File: src/sv/bwd_pkg.sv
// Shared types, constants and the disc trigonometry tables for the vertex generator.
`timescale 1ns / 1ps
`default_nettype none
package bwd_pkg;

    localparam int DISC_SEGMENTS = 16;
    localparam int SEG_W = $clog2(DISC_SEGMENTS + 1);
    localparam int OFF_W = 35;
    localparam int DVD_W = 64;
    localparam int DSR_W = 35;
    localparam int LEN_W = 34;
    localparam logic [31:0] PIX_RESET = 32'd65536;
    localparam logic [63:0] BEAM_MIN_SQ = 64'd43;
    localparam logic [31:0] FADE_SPAN_MIN = 32'd66;
    localparam logic [15:0] RIM_FADE = 16'd768;
    localparam logic [63:0] Q30_ONE = 64'd1 << 30;
    localparam logic [63:0] QUARTER_PI_Q30 = 64'd843314857;

    localparam logic [2:0] OP_FLOOR_NEAR = 3'd0;
    localparam logic [2:0] OP_FLOOR_FAR = 3'd1;
    localparam logic [2:0] OP_FLOOR_DISC = 3'd2;
    localparam logic [2:0] OP_NEAR_X = 3'd3;
    localparam logic [2:0] OP_NEAR_Y = 3'd4;
    localparam logic [2:0] OP_FAR_X = 3'd5;
    localparam logic [2:0] OP_FAR_Y = 3'd6;
    localparam logic [2:0] OP_FADE = 3'd7;

    localparam logic CMD_BEAM = 1'b0;
    localparam logic CMD_DISC = 1'b1;

    typedef enum logic [3:0] {
        F_IDLE,
        F_SQX,
        F_SQY,
        F_CHK,
        F_ROOT,
        F_MUL,
        F_START,
        F_WAIT,
        F_RND,
        F_PUSH
    } front_state_t;

    typedef struct packed {
        logic              is_disc;
        logic [31:0]       sx;
        logic [31:0]       sy;
        logic [31:0]       ex;
        logic [31:0]       ey;
        logic [OFF_W-1:0]  nox;
        logic [OFF_W-1:0]  noy;
        logic [OFF_W-1:0]  fox;
        logic [OFF_W-1:0]  foy;
        logic [31:0]       radius;
        logic [15:0]       hot;
        logic [15:0]       cold;
        logic [7:0]        red;
        logic [7:0]        green;
        logic [7:0]        blue;
    } job_t;

    typedef logic [30:0] trig_mag_t [DISC_SEGMENTS+1];
    typedef logic [DISC_SEGMENTS:0] trig_neg_t;

    function automatic logic [63:0] mq30(logic [63:0] a, logic [63:0] b);
        return (a * b + (64'd1 << 29)) >> 30;
    endfunction

    function automatic logic [31:0] trig_f(int k, bit want_sin);
        logic [63:0] ph;
        logic [63:0] f;
        logic [63:0] x;
        logic [63:0] x2;
        logic [63:0] t;
        logic [63:0] s;
        logic [63:0] c;
        logic [63:0] co;
        logic [63:0] si;
        logic [2:0]  oct;
        ph = (((64'(k)) << 32) + 64'(DISC_SEGMENTS / 2)) / DISC_SEGMENTS;
        ph = ph & 64'hFFFF_FFFF;
        oct = ph[31:29];
        f = ph & ((64'd1 << 29) - 64'd1);
        if (oct[0]) begin
            f = (64'd1 << 29) - f;
        end
        x = (f * QUARTER_PI_Q30) >> 29;
        x2 = mq30(x, x);
        t = Q30_ONE - x2 / 42;
        t = Q30_ONE - mq30(x2, t) / 20;
        t = Q30_ONE - mq30(x2, t) / 6;
        s = mq30(x, t);
        t = Q30_ONE - x2 / 56;
        t = Q30_ONE - mq30(x2, t) / 30;
        t = Q30_ONE - mq30(x2, t) / 12;
        t = Q30_ONE - mq30(x2, t) / 2;
        c = t;
        case (oct)
            3'd0: begin co = c; si = s; end
            3'd1: begin co = s; si = c; end
            3'd2: begin co = -s; si = c; end
            3'd3: begin co = -c; si = s; end
            3'd4: begin co = -c; si = -s; end
            3'd5: begin co = -s; si = -c; end
            3'd6: begin co = s; si = -c; end
            default: begin co = c; si = -s; end
        endcase
        return want_sin ? si[31:0] : co[31:0];
    endfunction

    function automatic trig_mag_t build_mag(bit want_sin);
        trig_mag_t   tab;
        logic [31:0] v;
        for (int k = 0; k <= DISC_SEGMENTS; k++) begin
            v = trig_f(k, want_sin);
            v = v[31] ? -v : v;
            tab[k] = v[30:0];
        end
        return tab;
    endfunction

    function automatic trig_neg_t build_neg(bit want_sin);
        trig_neg_t   tab;
        logic [31:0] v;
        for (int k = 0; k <= DISC_SEGMENTS; k++) begin
            v = trig_f(k, want_sin);
            tab[k] = v[31];
        end
        return tab;
    endfunction

    localparam trig_mag_t COS_MAG = build_mag(1'b0);
    localparam trig_mag_t SIN_MAG = build_mag(1'b1);
    localparam trig_neg_t COS_NEG = build_neg(1'b0);
    localparam trig_neg_t SIN_NEG = build_neg(1'b1);

    function automatic logic [31:0] sat_add(logic [31:0] base, logic [OFF_W-1:0] off);
        logic [35:0] sum;
        sum = {{4{base[31]}}, base} + {off[OFF_W-1], off};
        if (sum[35] && !(&sum[34:31])) begin
            return 32'h8000_0000;
        end else if (!sum[35] && (|sum[34:31])) begin
            return 32'h7FFF_FFFF;
        end
        return sum[31:0];
    endfunction

endpackage
`default_nettype wire

File: src/sv/bwd_queue.sv
// Two-entry job queue between the front end and the vertex emitter.
`timescale 1ns / 1ps
`default_nettype none
module bwd_queue (
    input  wire logic           aclk,
    input  wire logic           aresetn,
    input  wire logic           in_valid,
    output logic                in_ready,
    input  wire bwd_pkg::job_t  in_job,
    output logic                out_valid,
    input  wire logic           out_ready,
    output bwd_pkg::job_t       out_job
);
    bwd_pkg::job_t slot_reg [2];
    logic       wr_ptr_reg, wr_ptr_next, rd_ptr_reg, rd_ptr_next;
    logic [1:0] count_reg, count_next;
    logic       push, pop;

    always_comb begin
        in_ready = count_reg != 2'd2;
        out_valid = count_reg != 2'd0;
        push = in_valid && in_ready;
        pop = out_valid && out_ready;
        wr_ptr_next = wr_ptr_reg ^ push;
        rd_ptr_next = rd_ptr_reg ^ pop;
        count_next = count_reg + 2'(push) - 2'(pop);
        out_job = slot_reg[rd_ptr_reg];
    end

    always_ff @(posedge aclk) begin
        if (!aresetn) begin
            wr_ptr_reg <= 1'b0;
            rd_ptr_reg <= 1'b0;
            count_reg <= 2'd0;
        end else begin
            wr_ptr_reg <= wr_ptr_next;
            rd_ptr_reg <= rd_ptr_next;
            count_reg <= count_next;
        end
        if (push) begin
            slot_reg[wr_ptr_reg] <= in_job;
        end
    end
endmodule
`default_nettype wire

File: config.mk
export PLATFORM = sky130hd
export DESIGN_NAME = bwd_queue
export DESIGN_NICKNAME = d
export VERILOG_FILES = /design/src/sv/bwd_pkg.sv /design/src/sv/bwd_queue.sv
export SDC_FILE = /design/constraint.sdc
export NUM_CORES = 1
export LEC_CHECK = 0
export BUFFER_PORTS_ARGS = -buffer_cell sky130_fd_sc_hd__buf_2
export CORE_AREA = 10 10 274 276
export DETAILED_ROUTE_END_ITERATION = 10
export DIE_AREA = 0 0 284 286
export PLACE_DENSITY = 0.68
export SLEW_MARGIN = 20
export SYNTH_ARGS = -nofsm -noshare
export SYNTH_HDL_FRONTEND = slang
export SYNTH_SLANG_ARGS = --single-unit
File: constraint.sdc
create_clock -name aclk -period 26.5 [get_ports aclk]
set_input_delay 5.3 -clock aclk [delete_from_list [all_inputs] [get_ports aclk]]
set_output_delay 5.3 -clock aclk [all_outputs]
set_load 0.02 [all_outputs]
* After elaboration in Yosys (flattened, before gate mapping)
Memory sizes are Yosys's and may differ from the RTL's. A register that Yosys moved wholly into a read port is not among the register bits.
Cells that the tools add are included.
** Storage, ports and cells
- Bits in registers :: 4
- RAM bits :: 714
- Bits of input ports :: 361
- Output and inout bits :: 359
- Logic and storage cells :: 15
- Memories :: 1
** Memories
- slot_reg :: words 2, width 357, rd ports 1, clocked after Yosys merged registers in 1, write ports 1, line bwd_queue.sv:14 : bwd_pkg::job_t slot_reg [2];
** Cells by class
- $add $sub $neg :: 2
- Equality and inequality tests :: 1
- Mux-type cells :: 3
- Bitwise logic cells :: 2
- Reduce and logical (&&, ||, !) cells :: 3
** Operators by type and width (count)
- $mux W1 :: 3
- $add A2 B1 Y2 :: 1
- $logic_and A1 B1 Y1 :: 2
- $ne A2 B2 Y1 const B :: 1
- $reduce_bool A2 Y1 :: 1
- $sub A2 B1 Y2 :: 1
- $xor A1 B1 Y1 :: 2

* Longest topological paths before layout
Gate-level depths: netlist of the first run.
- Word-level depth :: 4
- Mapped depth :: 6
- Depth with buffers taken out :: 6

* Worst setup path after synthesis of the first run
No wires, ideal clock.
- Path kind :: in2reg
- Start :: input in_valid
- End :: memory slot_reg[0][0] in the netlist's numbering (enable)
- Arrival time :: 13.583 ns
- Data required time :: 25.732 ns
- Path slack :: 12.149 ns
- Stages on the path :: 2
- Path buffers :: 0
- Cells stage by stage :: and2_1 > ha_1
** Between the ends
- Cells in the longest elaborated chain, start to end :: 3
** RTL lines
- start, declared :: line bwd_queue.sv:7 : input wire logic in_valid,
- $logic_and A1 B1 Y1 :: line bwd_queue.sv:22 : push = in_valid && in_ready;
- $mux W1 :: line bwd_queue.sv:40 : if (push) begin
- $mux W1 (not written as such) :: line bwd_queue.sv:41 : slot_reg[wr_ptr_reg] <= in_job;
- end, declared :: line bwd_queue.sv:14
Every way passes these cells.

==> impl_metrics.ini, run 1 <==
[yosys]
synth_area_leader_cell = edfxtp_1
yosysTopAreaCellShare = 0.781
synth_cell_type_count = 24
syn_area_sq_um = 27500
ys_seq_area_frac = 0.784
synthTopCellsByArea = edfxtp_1 78%, mux2_4 18%, mux2_2 1.1%
syn-num-nets = 1503
syn_avg_cell_area_sq_um = 24.1
syn-instance-count = 1140
synth-seq-cells = 719
ys_warn_count = 0

[final_layout]
finalCoreUtilization = 0.495
syn_to_final_growth_pct = 25.3
final_cell_mix = 719 x buf_2, 714 x edfxtp_1, 330 x mux2_4
finalNonFillerCells = 2922
final_nets = 2274
final_common_cell = buf_2
nFillCells = 5733
largest_reg_flops = 714
drive_gt1_frac = 0.611

[grt]
grt_max_degree = 174
grt_pass1_wl_um = 97400
overflow = 0
track_usage = 0.160
antenna_found_initial = 30
grt_pass1_vias = 14800

[clock_network]
path_clk_slew_ns = 0.06
clock_latency_ns = 0.61
clk_path_buf_depth = 3
postCtsResizedCells = 0
cts_tree = done
h-tree-depth = 3
cts_hold_buf = 0
cts_setup_buffers = 0
cts_sinks = 719
cts_root_buf = clkbuf_16
cts_buffers = 77

[power]
peakVddDrop_v = 0.0000645
p_sw_uw = 968
p_sw_frac = 0.289
leakage_nw = 13.3
fin_total_pwr_mw = 3.35
p_int_mw = 2.38
clockPowerShare = 0.309
p_per_area_nw_per_um2 = 97.3
p_comb_frac = 0.256
seqPwrFrac = 0.435

[setup_path]
rrSetupSlack_ns = 22.86
setup.worst_path.class = reg -> out
cp-end-kind = output port
critPathRequiredTime_ns = 21.20
worst_setup_path_start_kind = register
worstPathMaxFanout = 58
cp.arrival_ns = 5.52

[sta]
tns_ns = 0
drv_slew = 0
fin_crit_sh = 0.408
setup_viol = 0
holdWs_ns = 0.598
max_freq_ghz = 0.0924
tightest_slew_ns = 1.11
rsz0062_at_grt = no
skew_ns = 0.0196
finalCriticalPeriod_ns = 10.82
maxSlewHeadroom = 0.259
hold_viol = 0

[floorplan]
die_area_sq_um = 81200
initial_utilization = 0.395
die_h_um = 286
num_rows = 97
die_width_um = 284
num_io_pins = 720
core_sq_um = 69500

[detailed_routing]
drcViolationCount = 0
vias_per_cell = 4.66
vias = 13600
drtIter0Drc = 755
wl_per_cell_um = 23.3
routed_wl_um = 68200
ant_nets = 0
dr.pass1.iters = 4

[worst_hold_path]
hp-class = reg -> reg

[place]
gp_congestion = 0.827
dp_cells = 2771
hpwl_um = 49100
port_buffers = 719

[job]
cap_violations = 0

[status]
outcome = finished clean
Yosys cell counts:
master / instances
a211oi_1: 1
a21bo_2: 1
a32oi_1: 1
and2_1: 4
and3_1: 1
buf_12: 2
buf_2: 2
buf_6: 25
buf_8: 11
dfxtp_1: 5
edfxtp_1: 714
ha_1: 2
inv_1: 1
mux2_2: 27
mux2_4: 330
mux2i_1: 1
nand2_1: 1
nand2b_1: 2
nand3_1: 1
nor2_1: 2
nor2b_1: 2
o21ai_0: 2
or2_2: 1
xnor2_1: 1
per-stage QoR:
stage / worst slack, ns / cell area, sq um
3_5_place_dp: 16.26 / 31900
4_1_cts: 15.59 / 34300
2_1_floorplan: 12.15 / 27500
5_1_grt: 15.33 / 34400
6_report: 15.68 / 34400
3_3_place_gp: 16.29 / 31900
cell type report:
type / instances / area [sq um] / area share
clock buffers: 93 / 2030 / 0.0590
flip-flops and latches: 719 / 21500 / 0.626
repair buffers: 732 / 3740 / 0.109
well taps: 940 / 1180 / 0.0342
inverters: 1 / 3.75 / 0.000109
diodes: 11 / 27.5 / 0.000800
clock inverters: 46 / 443 / 0.0129
multi-input cells: 380 / 5440 / 0.158
critical path: stages, from the launching register on:
cell	delay, ns
dfxtp_4	0.82
buf_4	0.91
buf_4	0.78
buf_4	0.82
buf_4	0.85
mux2_4	0.36
buf_2	0.16
power by group through the flow:
stage	registers [mW]	logic (mW)	clock network [mW]
floorplan	1.51	0.633	0
global placement	1.47	0.863	0
detailed placement	1.48	0.869	0
CTS	1.46	0.873	1.06
global route	1.47	0.906	1.11
finish	1.46	0.857	1.03
cell families (layout without fill, tap and decap cells):
family,Yosys count,count (layout),synth area share
multiplexers,358,358,0.192
other,0,11,0
AND/OR/NAND/NOR,14,14,0.00287
flip-flops,719,719,0.784
XOR/XNOR,1,1,0.000319
adder cells (fa/ha/maj),2,2,0.000911
AO/OA/AOI/OAI,5,5,0.00132
buffers and inverters,41,872,0.0182
layer usage:
layer,vias up,part of all wire,global-route usage
met5,-,0.0024,0
met4,24,0.030,0.0601
met3,133,0.090,0.0631
met2,577,0.53,0.291
met1,6746,0.35,0.164
li1,6135,-,-
final timing paths:
kind,start,endpoint,cells after the start
max reg2reg,count_reg[0],slot_reg[1][120],5
min reg2reg,rd_ptr_reg,rd_ptr_reg,2
max,register,out_job[143],6
min,rd_ptr_reg,rd_ptr_reg,2
Power figures use the tool's default switching activity.
==> run 2: changes to the inputs <==
--- a/config.mk
+++ b/config.mk
@@ -6,10 +6,10 @@
 export NUM_CORES = 1
 export LEC_CHECK = 0
 export BUFFER_PORTS_ARGS = -buffer_cell sky130_fd_sc_hd__buf_2
-export CORE_AREA = 10 10 274 276
+export CORE_AREA = 10 10 275 277
 export DETAILED_ROUTE_END_ITERATION = 10
-export DIE_AREA = 0 0 284 286
-export PLACE_DENSITY = 0.68
+export DIE_AREA = 0 0 285 287
+export PLACE_DENSITY = 0.67
 export SLEW_MARGIN = 20
 export SYNTH_ARGS = -nofsm -noshare
 export SYNTH_HDL_FRONTEND = slang
==> constraint.sdc (replaced) <==
create_clock -name aclk -period 10.3 [get_ports aclk]
set_input_delay 2.06 -clock aclk [delete_from_list [all_inputs] [get_ports aclk]]
set_output_delay 2.06 -clock aclk [all_outputs]
set_load 0.02 [all_outputs]
==> impl_metrics.ini, run 2 (synthesis results as in run 1) <==
[status]
outcome = finished clean

[detailed_routing]
dr.pass1.iters = 4
vias = 13600
routed_wl_um = 66500
wl_per_cell_um = 22.8
vias_per_cell = 4.65
drcViolationCount = 0
ant_nets = 0
drtIter0Drc = 834

[floorplan]
die_area_sq_um = 81800
num_rows = 97
core_sq_um = 69800
die_h_um = 287
die_width_um = 285
num_io_pins = 720
initial_utilization = 0.393

[place]
dpl_cell_area_sq_um = 31900
port_buffers = 719
dp_cells = 2768
gp_congestion = 0.836
hpwl_um = 47900

[grt]
antenna_found_initial = 23
grt_pass1_wl_um = 95400
track_usage = 0.155
overflow = 0
grt_pass1_vias = 14600
grt_max_degree = 164

[setup_path]
setup.worst_path.class = reg -> out
critical_path_buf_inv_count = 3
cpPeakStageDelay_ns = 0.79
path_cells = buf_12, buf_4, mux2_4, buf_2
timing.critical_path.max_delay_family = buffers and inverters
worstPathMaxFanout = 114
worst_setup_path_start_kind = register
cp-end-kind = output port
critPathRequiredTime_ns = 8.24
cp.arrival_ns = 3.59
crit_slowest_cell = dfxtp_4

[clock_network]
clock_latency_ns = 0.62
cts_setup_buffers = 0
path_clk_slew_ns = 0.06
cts_hold_buf = 0
cts_buffers = 77
postCtsResizedCells = 0
h-tree-depth = 3
cts_root_buf = clkbuf_16
cts_sinks = 719
cts_tree = done
clk_path_buf_depth = 3

[final_layout]
design_area_sq_um = 34500
final_cell_mix = 719 x buf_2, 714 x edfxtp_1, 330 x mux2_4
syn_to_final_growth_pct = 25.7
largest_reg_flops = 714
drive_gt1_frac = 0.614
finalCoreUtilization = 0.495
finalNonFillerCells = 2919
final_nets = 2270
final_common_cell = buf_2

[power]
fin_total_pwr_mw = 8.73
peakVddDrop_v = 0.000170
leakage_nw = 13.4
p_per_area_nw_per_um2 = 253

[sta]
fin_crit_sh = 0.548
skew_ns = 0.0265
setup_viol = 0
rsz0062_at_grt = no
maxSlewHeadroom = 0.226
hold_viol = 0
max_freq_ghz = 0.177
tightest_slew_ns = 1.16
tns_ns = 0
drv_slew = 0
finalCriticalPeriod_ns = 5.65

[worst_hold_path]
hp-class = reg -> reg

[job]
cap_violations = 0
==> run 2: report_power, final <==
part / total, mW / internal [mW] / switching [mW]
clock: 2.78 / 1.65 / 1.14
sequential: 3.74 / 3.63 / 0.107
combinational: 2.21 / 0.944 / 1.26
total: 8.73 / 6.22 / 2.51
==> run 2: worst paths after layout <==
path	from	to	slack, ns	depth (start not counted)
worst max-delay path	register	out_job[146]	4.65	4
worst min-delay path	rd_ptr_reg	register	0.59	2
worst min register to register	rd_ptr_reg	register	0.59	2
worst max register to register	count_reg[0]	slot_reg[0][96]	7.67	4
==> run 2: layout make-up <==
| class | count | area [sq um] |
|---|---|---|
| antenna | 9 | 22.5 |
| clock buffer | 85 | 2000 |
| clock inverter | 57 | 599 |
| fill | 5724 | 35300 |
| inverter | 1 | 3.75 |
| multi-input combinational | 380 | 5440 |
| sequential | 719 | 21500 |
| tap | 940 | 1180 |
| timing repair buffer | 728 | 3740 |
==> run 2: metal layers <==
metal  GRT usage  up-vias  share of wire
met5           0        -         0.0021
met4      0.0609       22          0.032
met3      0.0685      143          0.096
met2       0.274      544           0.52
met1       0.158     6738           0.35
li1            -     6126              -
==> run 2: metrics by stage <==
stage / setup WS, ns / hold slack [ns]
final: 4.65 / 0.590
after global routing: 4.50 / 0.628
after CTS: 4.66 / 0.600
after detailed placement: 5.32 / 0.587
after global placement: 5.38 / 0.573
after floorplan: 3.13 / 0.552
==> run 2: worst min-delay path: cells and delay by family, from the launching register on <==
kind	cells	cell delay, ns
AND/OR/NAND/NOR	1	0.15
XOR/XNOR	1	0.08
flip-flops	1	0.33
==> run 3: changes to the inputs <==
--- a/config.mk
+++ b/config.mk
@@ -6,10 +6,10 @@
 export NUM_CORES = 1
 export LEC_CHECK = 0
 export BUFFER_PORTS_ARGS = -buffer_cell sky130_fd_sc_hd__buf_2
-export CORE_AREA = 10 10 275 277
+export CORE_AREA = 10 10 273 275
 export DETAILED_ROUTE_END_ITERATION = 10
-export DIE_AREA = 0 0 285 287
-export PLACE_DENSITY = 0.67
+export DIE_AREA = 0 0 283 285
+export PLACE_DENSITY = 0.7
 export SLEW_MARGIN = 20
 export SYNTH_ARGS = -nofsm -noshare
 export SYNTH_HDL_FRONTEND = slang
==> constraint.sdc (replaced) <==
create_clock -name aclk -period 4.59 [get_ports aclk]
set_input_delay 0.918 -clock aclk [delete_from_list [all_inputs] [get_ports aclk]]
set_output_delay 0.918 -clock aclk [all_outputs]
set_load 0.02 [all_outputs]
==> impl_metrics.ini, run 3 (synthesis results as in run 1) <==
[clock_network]
h-tree-depth = 3
clk_path_buf_depth = 3
cts_root_buf = clkbuf_16
cts_setup_buffers = 0
postCtsResizedCells = 0
cts_tree = done
cts_sinks = 719
cts_hold_buf = 0
path_clk_slew_ns = 0.06
cts_buffers = 77
clock_latency_ns = 0.59

[sta]
maxSlewHeadroom = 0.313
skew_ns = 0.0172
rsz0062_at_grt = no
setup_viol = 0
max_freq_ghz = 0.294
finalCriticalPeriod_ns = 3.40
tns_ns = 0
tightest_slew_ns = 1.03
drv_slew = 0
hold_viol = 0
fin_crit_sh = 0.740

[floorplan]
die_area_sq_um = 80700
die_h_um = 285
initial_utilization = 0.396
num_rows = 97
num_io_pins = 720
core_sq_um = 69300
die_width_um = 283

[setup_path]
rrSetupSlack_ns = 2.13
critPathRequiredTime_ns = 3.67
r2r-end = slot_reg[0][347]
worstPathMaxFanout = 79
cp.arrival_ns = 2.48
worst_setup_path_start_kind = register
cp-end-kind = output port
reg2reg_depth = 4
reg2reg_from = count_reg[0]
setup.worst_path.class = reg -> out

[grt]
grt_pass1_wl_um = 100000
met1_usage = 0.167
met3_usage = 0.0713
gr-max-usage-layer = met2
grt_max_degree = 80
track_usage = 0.165
overflow = 0
antenna_found_initial = 20
grt_util_met2 = 0.296
grt_pass1_vias = 15100

[status]
outcome = finished clean

[place]
dpl_cell_area_sq_um = 32300
dp_cells = 2801
hpwl_um = 50800
port_buffers = 719
gp_congestion = 0.929

[final_layout]
drive_gt1_frac = 0.611
final_cell_mix = 719 x buf_2, 714 x edfxtp_1, 330 x mux2_4
largest_reg_flops = 714
finalNonFillerCells = 2946
final_nets = 2303
final_common_cell = buf_2
syn_to_final_growth_pct = 26.0
design_area_sq_um = 34600

[detailed_routing]
drcViolationCount = 0
vias_per_cell = 4.63
ant_nets = 0
vias = 13600
drtIter0Drc = 860
wl_per_cell_um = 23.2
routed_wl_um = 68500
dr.pass1.iters = 5

[worst_hold_path]
hp-start = in_job[318]
holdPathStages = 1
hp-class = in -> reg
holdPathEnd = slot_reg[0][318]

[job]
cap_violations = 0

[power]
leakage_nw = 13.5
p_per_area_nw_per_um2 = 554
peakVddDrop_v = 0.000348
[run 3: how the worst max path moves through the flow]
stage,slack (ns),start,end
finish,1.19,register,out_job[19]
global route,1.06,register,out_job[19]
CTS,1.13,register,out_job[19]
detailed placement,1.61,in_valid,slot_reg[0][333]
global placement,1.66,in_valid,slot_reg[0][329]
floorplan,0.52,in_valid,slot_reg[0][0]
[run 3: report_power, final]
part           switching, mW  leakage (nW)  internal (mW)
sequential             0.241          6.72           8.13
combinational           2.89          5.61           2.20
clock                   2.41          1.12           3.29
total                   5.54          13.5           13.6
[run 3: routing by layer]
layer / vias to the layer above / part of all wire
met2: 535 / 0.53
met5: - / 0.0017
li1: 6184 / -
met4: 20 / 0.031
met3: 135 / 0.098
met1: 6773 / 0.34
[run 3: layout make-up]
type,instances,area [sq um]
Antenna cell,8,20.0
Clock buffer,103,2070
Clock inverter,34,253
Fill cell,5631,34700
Inverter,1,3.75
Multi-Input combinational cell,380,5440
Sequential cell,719,21500
Tap cell,940,1180
Timing Repair Buffer,761,4100
[run 3: worst max-delay path, cell delays in order, from the launching register on]
cell and delay [ns]:
dfxtp_4 0.70, buf_12 0.46, mux2_2 0.41, buf_2 0.16
[run 3: stage by stage]
step / hold WS, ns / power, mW / setup slack (ns) / util
3_3_place_gp: 0.566 / 13.6 / 1.66 / 0.466
2_1_floorplan: 0.552 / 12.1 / 0.515 / -
6_report: 0.504 / 19.2 / 1.19 / 0.499
5_1_grt: 0.460 / 20.0 / 1.06 / 0.499
4_1_cts: 0.447 / 19.4 / 1.13 / 0.499
3_5_place_dp: 0.574 / 13.7 / 1.61 / 0.466
